**src/hdl/avw_pkg.sv**
```systemverilog
`timescale 1ns / 1ps
// Package for the Adams-Bashforth velocity weigher: transaction types, method and order codes,
// coefficient table and width constants. Has no dependencies.
package avw_pkg;

  localparam int unsigned VelW           = 32;
  localparam int unsigned MethodW        = 3;
  localparam int unsigned OrderW         = 3;
  localparam int unsigned FillW          = 2;
  localparam int unsigned NumAxes        = 3;
  localparam int unsigned NumTaps        = 4;
  localparam int unsigned NumPrior       = 3;
  localparam int unsigned LaneStages     = 6;
  localparam int unsigned DefSampleWidth = 32;

  typedef enum logic [MethodW-1:0] {
    MethodEuler    = 3'd0,
    MethodAb2      = 3'd1,
    MethodAb3      = 3'd2,
    MethodAb4      = 3'd3,
    MethodAdaptive = 3'd4
  } method_e;

  typedef enum logic [1:0] {
    OrdEuler = 2'd0,
    OrdAb2   = 2'd1,
    OrdAb3   = 2'd2,
    OrdAb4   = 2'd3
  } order_e;

  typedef struct packed {
    logic signed [VelW-1:0] vel_x;
    logic signed [VelW-1:0] vel_y;
    logic signed [VelW-1:0] vel_z;
    logic                   restart;
  } in_item_t;

  typedef struct packed {
    logic signed [VelW-1:0] out_x;
    logic signed [VelW-1:0] out_y;
    logic signed [VelW-1:0] out_z;
    logic                   clipped;
    logic                   history_short;
    logic [OrderW-1:0]      order_used;
  } out_item_t;

  typedef struct packed {
    order_e ord;
    logic   hist_short;
  } meta_t;

  localparam logic signed [7:0] CoefTab [4][4] = '{
    '{8'sd1,  8'sd0,   8'sd0,  8'sd0},
    '{8'sd3,  -8'sd1,  8'sd0,  8'sd0},
    '{8'sd23, -8'sd16, 8'sd5,  8'sd0},
    '{8'sd55, -8'sd59, 8'sd37, -8'sd9}
  };

  function automatic logic signed [7:0] coef(order_e ord, logic [1:0] tap);
    return CoefTab[ord][tap];
  endfunction

  function automatic int unsigned eff_width(int unsigned sample_width);
    return (sample_width < VelW) ? sample_width : VelW;
  endfunction

endpackage

```
**src/hdl/avw_merge.sv**
```systemverilog
`timescale 1ns / 1ps
// Merging stage: combines the three lane results, their saturation flags and the order
// information into the registered result transaction. Depends on avw_pkg.
module avw_merge #(
  parameter int unsigned SAMPLE_WIDTH = avw_pkg::DefSampleWidth,
  localparam int unsigned EffW = avw_pkg::eff_width(SAMPLE_WIDTH)
) (
  input  logic                          clk_i,
  input  logic signed [EffW-1:0]        res_i [avw_pkg::NumAxes],
  input  logic [avw_pkg::NumAxes-1:0]   clip_i,
  input  avw_pkg::meta_t                meta_i,
  input  logic                          en_i,
  output avw_pkg::out_item_t            out_o
);
  import avw_pkg::*;

  out_item_t out_d, out_q;

  always_comb begin
    out_d.out_x         = VelW'(res_i[0]);
    out_d.out_y         = VelW'(res_i[1]);
    out_d.out_z         = VelW'(res_i[2]);
    out_d.clipped       = |clip_i;
    out_d.history_short = meta_i.hist_short;
    out_d.order_used    = OrderW'(meta_i.ord) + OrderW'(1);
  end

  always_ff @(posedge clk_i) begin
    if (en_i) begin
      out_q <= out_d;
    end
  end

  assign out_o = out_q;

endmodule

```
**config.mk**
```make
export PLATFORM = sky130hd
export DESIGN_NAME = avw_merge
export DESIGN_NICKNAME = d
export VERILOG_FILES = /design/src/hdl/avw_pkg.sv /design/src/hdl/avw_merge.sv
export SDC_FILE = /design/constraint.sdc
export NUM_CORES = 1
export LEC_CHECK = 0
export BUFFER_PORTS_ARGS = -buffer_cell sky130_fd_sc_hd__clkbuf_2
export CAP_MARGIN = 20
export CORE_MARGIN = 2
export CORE_UTILIZATION = 41
export CTS_CLUSTER_DIAMETER = 120
export DETAILED_ROUTE_END_ITERATION = 6
export PLACE_DENSITY_LB_ADDON = 0.3
export SKIP_LAST_GASP = 1
export SYNTH_ARGS = -nofsm -noshare
export SYNTH_HDL_FRONTEND = slang
export SYNTH_SLANG_ARGS = --single-unit
```
**constraint.sdc**
```tcl
create_clock -name clk_i -period 1.05 [get_ports clk_i]
set_clock_uncertainty 0.1 [all_clocks]
set_input_delay 0.21 -clock clk_i [delete_from_list [all_inputs] [get_ports clk_i]]
set_output_delay 0.21 -clock clk_i [all_outputs]
set_load 0.02 [all_outputs]
```
==> results by group <==
Timing
  • Final number of max-transition violations: 0
  • Count of endpoints failing hold in the final timing report: 0
  • Fmax: around 800 MHz
  • Count of endpoints failing setup in the final report: 101
  • Slew of the pin with the lowest slew margin: 0.177 ns
  • Final period utilization: 118%
  • Final critical-path setup slack: -0.194 ns
  • Post-Route Hold Slack: 0.0279 ns
  • Setup repair after global routing missed its margin: true
  • Worst max-slew margin expressed relative to the limit: a little under 90%
  • Final min period: ~1.2 ns

Critical path
  • Cells along the critical path: buf_2
  • Slowest library cell on the worst path: sky130_fd_sc_hd__edfxtp_1
  • Critical path startpoint category: flip-flop
  • Critical path type: reg -> out
  • Family with the most delay on the worst path: flip-flops
  • Buffers & Inverters on Critical Path: 1
  • Data arrival time of the worst path: approximately 0.93 ns
  • Crit path largest cell delay: 0.40 ns
  • Maximum fanout along the worst path: 1
  • CP endpoint kind: output port
  • Required @ worst endpoint: between 0.7 and 0.8 ns

Run
  • Total of max-cap violations: 0

Synth
  • Netlist cell types: 4
  • Average cell area after synthesis: 29.4 um^2
  • Synth Net Count: about 210
  • Yosys Warn Count: 0
  • Number of register bits inferred by synthesis: approximately 100
  • Leading post-synthesis cells by cell area: sky130_fd_sc_hd__edfxtp_1 (99%), sky130_fd_sc_hd__ha_1 (0.41%), sky130_fd_sc_hd__or3_1 (0.20%), sky130_fd_sc_hd__inv_1 (0.12%)
  • Cells after synthesis: between 100 and 150
  • Share of the synthesized area in the top cell type: about 99%
  • Netlist Area Pre-Place: approximately 3100 um^2
  • Top cell type by total area after synthesis: sky130_fd_sc_hd__edfxtp_1
  • Part of the Yosys area used for sequential elements: approximately 99%

Run status
  • Violations in the final reports: setup timing
  • Outcome: finished, violations left

Routing
  • Antenna violation net count after detailed routing: 0
  • Per-cell via count in the routed design: between 4 and 5
  • First-pass DRT Iterations: 4
  • Final routed wire length divided by cell count: between 15 and 20 um
  • Remaining routing DRC violations: 0
  • Routed via count: approximately 2300
  • DR iter-0 viols: 63
  • Sum of routed wire length over all layers: roughly 9000 um

Cells and area
  • Multi-input gate area in the final layout: approximately 19 um^2
  • Flip-flop count of the largest register after layout: a little over 100
  • Share of final-layout standard cells stronger than drive strength 1: a little over half
  • Layout fillers: roughly 370
  • Most frequent standard cell in the layout excluding fill and tap cells: sky130_fd_sc_hd__clkbuf_2
  • Area Overhead vs Synth: 93.7%
  • FF+latch area: slightly above 3000 um^2
  • Commonest cells after routing, fill and taps aside: sky130_fd_sc_hd__clkbuf_2 (105), sky130_fd_sc_hd__edfxtp_1 (101), sky130_fd_sc_hd__dlygate4sd3_1 (98), sky130_fd_sc_hd__buf_6 (67), sky130_fd_sc_hd__buf_2 (31)
  • Final nets: between 500 and 600
  • Post-route cell area: approximately 5900 um^2
  • Final Util: about four fifths

Placed design
  • Post-DP HPWL: ~5000 um
  • Area after detailed placement: 4270 um^2
  • Count of buffers from port buffering: about 200
  • Pre-CTS worst setup slack: between 0.03 and 0.04 ns
  • Final weighted congestion in routability-driven placement: between 0.7 and 0.8

Clocking
  • Post-CTS setup buffers: 0
  • Level count of the clock H-tree: 3
  • CTS tree: done
  • CTS buffer count: 9
  • Root Buffer: sky130_fd_sc_hd__clkbuf_8
  • Clock-pin slew reported for the worst setup and hold paths after clock tree synthesis: ~0.1 ns
  • Bufs on Longest Clock Path: 2
  • TritonCTS Sinks: roughly 100

Global route
  • Global-route usage over all layers: about a fifth
  • Vias in the first global route: 2492
  • Global-route wire length before repair: roughly 12000 um
  • Largest net degree at the start of global routing: 34
  • Total grt overflow: 0
  • Antenna violations before repair: 1

Die
  • Top-level port count: between 200 and 250
  • Number of rows created at floorplan: 31
  • Initial standard-cell utilization of the core: 42.1%
  • Core Footprint: between 7000 and 8000 um^2
  • Horizontal die dimension: 90.3 um
  • Floorplan die area: 8160 um^2
  • Die span in y: 90.3 um

Power
  • PwrDens: 1580 nW/um^2
  • Post-layout power: ~9.4 mW
  • Worst supply voltage drop on vdd: ~1.2 mV
  • Leakage Power: about 2.5 nW

Worst hold path
  • WHS Endpoint: out_o[4]
  • Origin of the worst min-delay path: clip_i[2]
  • Path type of the worst min-delay path: in -> reg
  • Worst hold path cell count: 2
## per-layer routing
metal  track usage [%]  up-vias  wire (um)
met3              6.43       26        820
met5                 0        -          0
met2              35.5      150       4570
met1              22.3     1079       3090
li1                  -     1059          -
met4              8.33        0        332
## metrics by stage
step | TNS (ns) | cells
2_1_floorplan | 0 | 104
3_3_place_gp | 0 | 413
3_5_place_dp | 0 | 413
4_1_cts | -16.58 | 527
5_1_grt | -19.18 | 528
6_report | -15.01 | 528
## area by class of cell
type | instances | area share [%]
flip-flops and latches | 101 | 51.2
repair buffers | 308 | 42.1
clock buffers | 9 | 2.09
well taps | 99 | 2.09
clock inverters | 7 | 2.03
multi-input cells | 2 | 0.317
inverters | 1 | 0.0634
diodes | 1 | 0.0423
## cell usage after synthesis
cell type and number:
sky130_fd_sc_hd__ha_1 1, sky130_fd_sc_hd__inv_1 1, sky130_fd_sc_hd__or3_1 1, sky130_fd_sc_hd__edfxtp_1 101
## where the power goes
part           switching, mW  internal [mW]  total (mW)  leakage, nW
combinational          0.735          0.832        1.57         1.43
sequential             0.135           4.79        4.93        0.989
clock                   1.27           1.60        2.87        0.120
## worst max path at each step
| stage | start | endpoint | cells after the start |
|---|---|---|---|
| 6_report | out_o[70] | out_o[70] | 1 |
| 5_1_grt | out_o[18] | out_o[18] | 1 |
| 4_1_cts | out_o[4] | out_o[4] | 1 |
| 3_5_place_dp | en_i | out_o[68] | 2 |
| 3_3_place_gp | en_i | out_o[86] | 2 |
| 2_1_floorplan | clip_i[1] | out_o[4] | 1 |
## repair_timing
item / CTS / global route
hold buffers: 98 / 0
endpoints found under the hold margin: 99 / 0
resized for setup: 0 / 234
setup endpoints to repair: 101 / 101
## cells by family after synthesis
logic type    count (synthesis)  synth area share (%)
flops                       101                  99.3
simple gates                  1                 0.205
buf+inv                       1                 0.123
fa+ha+maj                     1                 0.409
No activity file was read; power rests on OpenSTA's default activity.
