## src/hdl/avw_pkg.sv

```systemverilog
`timescale 1ns / 1ps
// Package for the Adams-Bashforth velocity weigher: transaction types, method and order codes,
// coefficient table and width constants. Has no dependencies.
package avw_pkg;

  localparam int unsigned VelW           = 32;
  localparam int unsigned MethodW        = 3;
  localparam int unsigned OrderW         = 3;
  localparam int unsigned FillW          = 2;
  localparam int unsigned NumAxes        = 3;
  localparam int unsigned NumTaps        = 4;
  localparam int unsigned NumPrior       = 3;
  localparam int unsigned LaneStages     = 6;
  localparam int unsigned DefSampleWidth = 32;

  typedef enum logic [MethodW-1:0] {
    MethodEuler    = 3'd0,
    MethodAb2      = 3'd1,
    MethodAb3      = 3'd2,
    MethodAb4      = 3'd3,
    MethodAdaptive = 3'd4
  } method_e;

  typedef enum logic [1:0] {
    OrdEuler = 2'd0,
    OrdAb2   = 2'd1,
    OrdAb3   = 2'd2,
    OrdAb4   = 2'd3
  } order_e;

  typedef struct packed {
    logic signed [VelW-1:0] vel_x;
    logic signed [VelW-1:0] vel_y;
    logic signed [VelW-1:0] vel_z;
    logic                   restart;
  } in_item_t;

  typedef struct packed {
    logic signed [VelW-1:0] out_x;
    logic signed [VelW-1:0] out_y;
    logic signed [VelW-1:0] out_z;
    logic                   clipped;
    logic                   history_short;
    logic [OrderW-1:0]      order_used;
  } out_item_t;

  typedef struct packed {
    order_e ord;
    logic   hist_short;
  } meta_t;

  localparam logic signed [7:0] CoefTab [4][4] = '{
    '{8'sd1,  8'sd0,   8'sd0,  8'sd0},
    '{8'sd3,  -8'sd1,  8'sd0,  8'sd0},
    '{8'sd23, -8'sd16, 8'sd5,  8'sd0},
    '{8'sd55, -8'sd59, 8'sd37, -8'sd9}
  };

  function automatic logic signed [7:0] coef(order_e ord, logic [1:0] tap);
    return CoefTab[ord][tap];
  endfunction

  function automatic int unsigned eff_width(int unsigned sample_width);
    return (sample_width < VelW) ? sample_width : VelW;
  endfunction

endpackage

```

## src/hdl/avw_window.sv

```systemverilog
`timescale 1ns / 1ps
// History window: method register, sliding window of three earlier samples, fill count and
// order selection, registered into the first pipeline stage. Depends on avw_pkg.
module avw_window #(
  parameter int unsigned SAMPLE_WIDTH = avw_pkg::DefSampleWidth,
  localparam int unsigned EffW = avw_pkg::eff_width(SAMPLE_WIDTH)
) (
  input  logic                          clk_i,
  input  logic                          rst_ni,
  input  logic                          cfg_valid_i,
  input  logic [avw_pkg::MethodW-1:0]   cfg_data_i,
  input  logic                          accept_i,
  input  avw_pkg::in_item_t             in_data_i,
  output logic signed [EffW-1:0]        smp_o [avw_pkg::NumAxes][avw_pkg::NumTaps],
  output avw_pkg::meta_t                meta_o
);
  import avw_pkg::*;

  logic [MethodW-1:0]     method_q;
  logic [FillW-1:0]       fill_q, fill_d, fill_eff;
  logic signed [EffW-1:0] prior_q [NumPrior][NumAxes];
  logic signed [EffW-1:0] cur [NumAxes];
  logic signed [EffW-1:0] smp_q [NumAxes][NumTaps];
  meta_t                  meta_q, meta_d;

  assign cur[0] = in_data_i.vel_x[EffW-1:0];
  assign cur[1] = in_data_i.vel_y[EffW-1:0];
  assign cur[2] = in_data_i.vel_z[EffW-1:0];

  assign fill_eff = in_data_i.restart ? '0 : fill_q;

  always_comb begin
    if (method_q <= MethodAb4) begin
      meta_d.ord        = order_e'(method_q[1:0]);
      meta_d.hist_short = (method_q[1:0] > fill_eff);
    end else begin
      meta_d.ord        = order_e'(fill_eff);
      meta_d.hist_short = 1'b0;
    end
  end

  always_comb begin
    if (in_data_i.restart) begin
      fill_d = FillW'(1);
    end else if (fill_q == FillW'(NumPrior)) begin
      fill_d = fill_q;
    end else begin
      fill_d = fill_q + FillW'(1);
    end
  end

  always_ff @(posedge clk_i or negedge rst_ni) begin
    if (!rst_ni) begin
      method_q <= MethodEuler;
    end else if (cfg_valid_i) begin
      method_q <= cfg_data_i;
    end
  end

  always_ff @(posedge clk_i or negedge rst_ni) begin
    if (!rst_ni) begin
      fill_q <= '0;
      for (int k = 0; k < NumPrior; k++) begin
        for (int a = 0; a < NumAxes; a++) begin
          prior_q[k][a] <= '0;
        end
      end
    end else if (accept_i) begin
      fill_q <= fill_d;
      for (int a = 0; a < NumAxes; a++) begin
        prior_q[0][a] <= cur[a];
        prior_q[1][a] <= in_data_i.restart ? '0 : prior_q[0][a];
        prior_q[2][a] <= in_data_i.restart ? '0 : prior_q[1][a];
      end
    end
  end

  always_ff @(posedge clk_i) begin
    if (accept_i) begin
      meta_q <= meta_d;
      for (int a = 0; a < NumAxes; a++) begin
        smp_q[a][0] <= cur[a];
        for (int k = 1; k < NumTaps; k++) begin
          smp_q[a][k] <= in_data_i.restart ? '0 : prior_q[k-1][a];
        end
      end
    end
  end

  assign smp_o  = smp_q;
  assign meta_o = meta_q;

  a_restart_fill: assert property (@(posedge clk_i) disable iff (!rst_ni)
    accept_i && in_data_i.restart |=> fill_q == FillW'(1))
    else $error("fill count not one after a restarting transaction");

  a_adaptive_not_short: assert property (@(posedge clk_i) disable iff (!rst_ni)
    accept_i && method_q >= MethodAdaptive |=> !meta_q.hist_short)
    else $error("short history flagged in adaptive mode");

  a_window_shift: assert property (@(posedge clk_i) disable iff (!rst_ni)
    accept_i |=> prior_q[0][0] == $past(cur[0]) && smp_q[0][0] == $past(cur[0]))
    else $error("newest sample did not enter the window");

endmodule

```

## config.mk

```make
export PLATFORM = sky130hd
export DESIGN_NAME = avw_window
export DESIGN_NICKNAME = d
export VERILOG_FILES = /design/src/hdl/avw_pkg.sv /design/src/hdl/avw_window.sv
export SDC_FILE = /design/constraint.sdc
export NUM_CORES = 1
export LEC_CHECK = 0
export BUFFER_PORTS_ARGS = -buffer_cell sky130_fd_sc_hd__buf_2
export CORE_MARGIN = 1
export CORE_UTILIZATION = 45
export DETAILED_ROUTE_END_ITERATION = 16
export PLACE_DENSITY = 0.74
export SLEW_MARGIN = 10
export SYNTH_ARGS = -nofsm -noshare
export SYNTH_HDL_FRONTEND = slang
export SYNTH_SLANG_ARGS = --single-unit
```

## constraint.sdc

```tcl
create_clock -name clk_i -period 2 [get_ports clk_i]
set_clock_uncertainty 0.15 [all_clocks]
set_input_delay 0.6 -clock clk_i [delete_from_list [all_inputs] [get_ports clk_i]]
set_output_delay 0.6 -clock clk_i [all_outputs]
set_load 0.03 [all_outputs]
```

==> results.md, run 1 <==
Setup path:
- The worst register-to-register path begins at fill_q[1]$_DFFE_PN0P_.
- Of all nets on the critical path, the largest fanout is 1.
- The number of buffers and inverters on the critical path is 1.
- The critical path goes through buf_6.
- For the worst setup path, the data required time is 1.25 ns.
- The number of cells on the critical path is 1.
- The terminus of the critical flop-to-flop path is meta_o[0]$_SDFFCE_PN0P_.
- The number of cells on the worst reg-to-reg path is 4.
- The critical path in this run is classified as flop to output port.
- The critical path's largest stage delay is 0.45 ns.
- The worst setup slack for register-to-register paths is 0.54 ns.
- The sort of element at the start of the critical path is a flop.
- The highest-delay cell along the critical path is edfxtp_1.
- The worst path arrival time is 1.23 ns.
- STA classifies the critical path endpoint as an output port.
- The largest delay contributor family on the critical path is flip-flops.

Run status:
- The run finished with clean final reports.

Cells and area:
- Leaving out fill and tap cells, the most frequent cells in the layout are buf_2 (470), edfxtp_1 (387), dfrtp_1 (293).
- The number of filler instances in the final layout is 4091.
- From synthesis to final layout, the design area changed by 26.23%.
- Leaving out filler cells and counting taps, the final layout contains 2686.
- Leaving out fill and tap cells, the most frequent cell in the layout is buf_2.
- Of the cells placed in the final design, the portion with a size suffix greater than 1 is 47.91%.
- The number of nets in the final layout is 2039.

Global routing:
- Entering global routing, the biggest net connects 89 pins.
- The number of antenna violations at the first check in global routing is 3.
- The remaining global-route overflow is 0.
- The overall track demand over capacity in global routing is 17.90%.
- The global-route wire length before repair is 76.89 mm.
- The number of global-route vias before repair was 13760.

Floorplanning:
- The starting utilization of the core area is 45.49%.
- Row generation in the floorplan step produced 85 rows.
- The count of boundary I/O pins is 491.
- In this run the vertical extent of the chip is 235.2 um.
- After floorplanning, the core was sized to cover 53810 sq um.
- The x dimension of the die is 235.2 um.
- The die covers 55340 sq um.

Logic synthesis:
- The summed instance area of the synthesized netlist is 24480 sq um.
- The mean instance size in the synthesized netlist is 18.22 sq um.
- The library cell occupying the most area in the post-synthesis netlist is edfxtp_1.
- The fraction of synthesized cell area taken by the top area cell type is 47.47%.
- The synthesized design contains 680 register bits.
- Yosys printed 0 warnings.
- Ranked by total cell area, the synthesized netlist is headed by edfxtp_1 (47%), dfrtp_1 (30%), mux2_2 (13%).
- In the synthesized netlist, the number of instances is 1344.
- Summing the sequential cell areas from Yosys gives 77.42% of the chip area.
- The number of unique standard cell types used by synthesis is 21.
- The number of nets produced by synthesis is 1451.

Clocking:
- The CTS buffer count is 70.
- The clock reaches the later pin of the worst-skew pair after 0.60 ns.
- CTS placed an instance of clkbuf_16 at the clock tree root.
- Counting along the longest clock path gives a buffer depth of 3.
- The CTS tree is yes.
- After clock tree synthesis, the clock-pin slew on the worst setup and hold paths is 0.06 ns.
- The H-tree was split into 3 levels.
- The tree built by TritonCTS fans out to 680 sinks.

Placement:
- Before CTS, the worst setup slack after placement is 0.1056 ns.
- The HPWL after detailed placement is 33.89 mm.
- At the end of routability-driven placement, the weighted congestion stood at 0.8004.
- During placement, the flow inserted port buffers numbering 490.
- The number of placed instances, taps included is 2537.

STA:
- The highest clock frequency the design can meet is 505.4 MHz.
- Dividing the final minimum period by the clock period gives 98.93%.
- The final hold violation count was 0.
- Across all setup checks in the final design, the least slack found is 0.02138 ns.
- Measured against its own limit, the worst slew margin works out to 68.31%.
- The worst slack on hold paths is 0.04685 ns.
- Subtracting the final worst setup slack from the clock period gives 1.979 ns.
- Setup repair after global routing could not meet its margin everywhere.
- The setup violation total in the final timing report is 0.
- The max-slew violation count is 0.
- For the pin with the worst max-slew slack, the measured transition is 0.4753 ns.

Routing:
- The pre-antenna-repair detailed-routing pass consisted of 4 iterations.
- After detailed routing, the total wire length is 49.82 mm.
- The count of nets left with antenna violations once routing finished came out at 0.
- The average routed wire per standard cell is 18.55 um.
- Across all layers, the routed design uses 13110 vias.
- The number of remaining DRC errors is 0.
- The starting DRC count in detailed routing is 667.
- Dividing the detail-routed via count by the number of cells gives 4.880.

Job:
- Across the run, the number of max-cap violations was 0.

Power and ir drop:
- In this run the static leakage power is 13.42 nW.
- The worst-case IR drop observed on VDD is 0.0008697 V.
- The total power per unit cell area is 1063 nW/um^2.

Hold path:
- The launch instance of the worst min-delay path is in_data_i[16].
- The worst hold path terminates at smp_o[111]$_DFFE_PP_.
- Counting instances, the worst hold path has a depth of 1.
- In this run the worst hold path is classified as input pin to flop.
[routing by layer]
metal	vias to the layer above	wire, um	GRT usage [%]
li1	6009	-	-
met1	6634	20210	22.20
met2	365	24630	29.19
met3	95	3426	5.523
met4	4	1525	7.506
met5	-	23	0
[through the flow]
stage	TNS (ns)	utilization [%]	total power [mW]	cell area (sq um)
floorplan	0	-	19.11	24490
global placement	0	52.78	20.48	28400
detailed placement	0	52.78	20.63	28400
CTS	-0.03030	57.42	33.16	30900
global route	-0.01066	57.42	34.01	30900
finish	0	57.42	32.84	30900
[worst max-delay path by stage]
stage                                to               startpoint  slack (ns)
3_3_place_gp   prior_q[117]$_DFFE_PN0P_             in_data_i[0]        0.15
4_1_cts                       smp_o[76]      smp_o[76]$_DFFE_PP_       -0.01
6_report                      smp_o[21]  smp_o[21]$_SDFFCE_PP0P_        0.02
2_1_floorplan   meta_o[0]$_SDFFCE_PN0P_             in_data_i[0]        0.01
5_1_grt                       smp_o[79]      smp_o[79]$_DFFE_PP_       -0.01
3_5_place_dp    prior_q[26]$_DFFE_PN0P_             in_data_i[0]        0.11
[sequential cells by signal, summed over array words and instances (netlist names)]
name      count
fill_q        2
meta_o        3
method_q      3
prior_q     288
smp_o       384
[cells by family after synthesis]
kind of cell	Yosys count	synth area share [%]
buffers and inverters	67	1.308
muxes	291	13.38
adders and majority gates	3	0.1533
and+or+nand+nor	297	7.574
AOI/OAI and AO/OA	6	0.1636
DFF	680	77.42
[synthesized netlist by cell type, drive strengths merged]
master  instances
a21oi           1
a311oi          1
and2b           1
buf            53
clkbuf         11
dfrtp         293
edfxtp        387
ha              3
inv             3
mux2          290
mux2i           1
nand2           2
nand2b          2
nand3b          1
nor2            1
nor2b         289
nor3b           1
o21a            1
o21ai           2
o221ai          1
[area by class of cell]
class	count	area (sq um)	share of cell area [%]
Clock inverter	28	234.0	0.7571
Antenna cell	1	2.502	0.008098
Clock buffer	101	1981	6.409
Tap cell	696	870.8	2.818
Inverter	3	11.26	0.03644
Sequential cell	680	18950	61.33
Multi-Input combinational cell	597	5215	16.88
Timing Repair Buffer	580	3635	11.76
[what timing repair did]
action,4_1_cts,5_1_grt
setup buffers,0,0
resized for setup,30,0
setup endpoints to repair,17,2
endpoints found under the hold margin,34,0
hold buffers,19,0
[power by group]
group          leakage, nW  internal [mW]  switching (mW)
clock network         1.08           7.11            5.34
logic                 4.70           1.44            2.33
registers             7.64           16.1           0.478
Note: power is estimated with default switching activity, not from simulation.
==> run 2: changes to the inputs <==
- CORE_UTILIZATION: 45 -> 46
- PLACE_DENSITY: 0.74 -> 0.76
==> run 2 against run 1 <==
  * Critical path depth is the same
  * Power grew 0.17%
  * Non-clock buffer count shrank 1
  * Sequential share of layout area grew 0.10 points
  * Die area shrank 2.2%
  * Fmax grew 1.7%
  * Register-to-register slack lost 0.04 ns
  * Core utilization grew 1.3 points
  * Critical endpoint is now smp_o[51]
==> results.md, run 2 (same netlist as run 1, synthesis figures left out) <==
Clocking:
- The tree is rooted in a clkbuf_16.
- The maximum level of the CTS H-tree is 3 (unchanged).
- The source-to-sink clock delay at the later pin of the worst-skew pair is 0.58 ns (-0.02 ns).
- The number of sinks on the clock net is 680 (unchanged).
- The CTS tree is yes.
- The CTS buffer count is 70 (unchanged).
- The maximum buffer depth of the clock tree came to 3 (unchanged).
- The count of buffers added by post-CTS timing repair for setup is 0 (unchanged).
- The post-CTS clock slew at the launch and capture registers of the worst setup and hold paths is 0.06 ns (about the same).

Global routing:
- The number of antenna violations at the first check in global routing is 3 (unchanged).
- The met3 demand-to-capacity share in global routing is 5.564% (+0.041 points).
- The overall track demand over capacity in global routing is 18.27% (+0.37 points).
- The remaining global-route overflow is 0 (unchanged).
- The global-route wire length before repair is 75.76 mm (-1.5%).
- The number of global-route vias before repair was 13560 (-1.5%).
- The largest net degree at the start of global routing came to 78 (-12%).
- The global-route met2 utilization is 30.82% (+1.6 points).
- The met1 track demand over resource in global routing is 21.99% (-0.21 points).
- The peak-usage layer in the global routing report is met2.

Routing:
- The number of optimization iterations in the first detailed-route pass is 4 (unchanged).
- The average routed wire per standard cell is 18.78 um (+1.2%).
- The starting DRC count in detailed routing is 529 (-21%).
- The antenna violation net count after detailed routing is 0 (unchanged).
- The total wirelength of the detailed-routed design is 50.24 mm (+0.86%).
- The total via count after detailed routing is 13070 (-0.29%).
- The number of vias per cell was 4.884 (about the same).
- The number of remaining DRC errors came to 0 (unchanged).

STA:
- The setup violation total in the final timing report is 0 (unchanged).
- Setup repair after global routing left no endpoint under its margin.
- The max-slew violation count is 0 (unchanged).
- The slew at the pin closest to its max-slew limit is 0.4466 ns (-0.02878 ns).
- The setup TNS is 0 ns (unchanged).
- The ratio of final minimum period to clock period is 97.25% (-1.7 points).
- The worst-case headroom to the max-slew limit came to 70.23% (+1.9 points).
- The least setup slack across all paths after layout is 0.05490 ns (+0.03352 ns).
- The final critical delay including setup and external delays is 1.945 ns (-0.03352 ns).
- The final hold violation count came to 0 (unchanged).
- The highest clock frequency the design can meet is 514.1 MHz (+1.7%).

Setup path:
- The signal on the critical path passes through buf_2.
- The critical path's largest stage delay is 0.41 ns (-0.04 ns).
- The largest driver fanout on the critical path was 1 (unchanged).
- The kind of capture point of the worst setup path is an output port.
- The setup path with the least slack is of type flop to output port.
- The endpoint required time on the critical path is 1.25 ns (about the same).
- The number of buffers and inverters on the critical path is 1 (unchanged).
- The highest-delay cell along the critical path is edfxtp_1.
- The worst path arrival time is 1.20 ns (-0.03 ns).
- The largest delay contributor family on the critical path is flip-flops.
- The sort of element at the start of the critical path is a flop.

Run status:
- The run finished with clean final reports.

Floorplanning:
- The x dimension of the die is 232.7 um (-1.1%).
- The core footprint is 52550 sq um (-2.3%).
- The die area is 54150 sq um (-2.2%).
- The y dimension of the die is 232.7 um (-1.1%).
- The starting utilization of the core area is 46.59% (+1.1 points).
- The count of boundary I/O pins was 491 (unchanged).
- The number of standard-cell rows in the floorplan came to 84 (-1.2%).

Power and ir drop:
- The total power per unit cell area is 1066 nW/um^2 (+0.34%).
- The cell leakage power is 13.43 nW (+0.11%).
- The largest voltage drop on the vdd net is 0.0008762 V (+0.75%).

Placement:
- The placement-stage worst setup slack is 0.09635 ns (-0.009240 ns).
- The number of I/O port buffers is 490 (unchanged).
- The final weighted congestion in routability-driven placement is 0.8201 (+2.5%).
- The estimated wirelength of the detail-placed design is 35.36 mm (+4.3%).

Cells and area:
- The fraction of layout cells with a size suffix above 1 is 48.59% (+0.68 points).
- The flip-flop count of the largest register, all copies and words added was 384 (unchanged).
- The number of nets in the final layout was 2038 (-0.049%).
- Relative to the synthesized area, the layout overhead comes to 26.02%.
- Leaving out fill and tap cells, the most frequent cell in the layout is buf_2.
- In the layout the commonest cells are buf_2 (482), edfxtp_1 (387), dfrtp_1 (293).

Job:
- The count of max-cap constraint violations is 0 (unchanged).

Hold path:
- In this run the worst hold path is classified as input pin to flop.
-- run 2: cell count changes in the layout (fill, tap and decap cells not counted), sizes merged --
| cell | delta |
|---|---|
| buf | +17 |
| bufinv | +3 |
| clkbuf | -4 |
| clkinv | -1 |
| clkinvlp | -1 |
| diode | +1 |
| dlygate4sd3 | -18 |
| inv | +1 |
-- run 2: layout make-up --
cell class                 instances  area [sq um]
fill                            3898         21700
sequential                       680         18950
multi-input combinational        597          5215
timing repair buffer             579          3586
clock buffer                      97          1956
tap                              688         860.8
clock inverter                    30         264.0
inverter                           3         11.26
antenna                            2         5.005
-- run 2: worst paths after layout --
path	startpoint	end	slack, ns	cells after the start
worst max-delay path	smp_o[51]$_DFFE_PP_	smp_o[51]	0.05	1
worst min-delay path	in_data_i[25]	smp_o[120]$_DFFE_PP_	0.05	1
worst max register to register	fill_q[0]$_DFFE_PN0P_	meta_o[0]$_SDFFCE_PN0P_	0.50	4
worst min register to register	prior_q[106]$_DFFE_PN0P_	prior_q[106]$_DFFE_PN0P_	0.35	1
max in group asynchronous	rst_ni	prior_q[209]$_DFFE_PN0P_	0.65	3
min in group asynchronous	rst_ni	prior_q[94]$_DFFE_PN0P_	0.33	2
-- run 2: routing by layer --
layer | vias up | wire [um] | part of all wire [%]
li1 | 5979 | - | -
met4 | 0 | 1184 | 2.4
met2 | 380 | 25700 | 51
met1 | 6643 | 19600 | 39
met5 | - | 0 | 0
met3 | 67 | 3753 | 7.5
-- run 2: where the power goes --
part | switching [mW] | total [mW] | internal [mW]
logic | 2.37 | 3.81 | 1.44
clock network | 5.12 | 12.5 | 7.37
registers | 0.460 | 16.6 | 16.1
-- run 2: timing repair --
item,4_1_cts,5_1_grt
pin swaps,0,0
gates cloned,0,0
resized for setup,6,2
hold endpoints to repair,32,0
hold buffers,1,0
setup endpoints to repair,4,1
-- run 2: metrics by stage --
stage	utilization, %	cells	area, sq um	hold slack [ns]	total power, mW
detailed placement	54.42	2546	28600	0.3143	20.70
global placement	54.42	2546	28600	0.3129	20.54
CTS	58.69	2674	30840	0.0002909	33.28
global route	58.70	2675	30850	0.01586	34.09
floorplan	-	1344	24490	0.1544	19.11
finish	58.71	2676	30850	0.04618	32.89
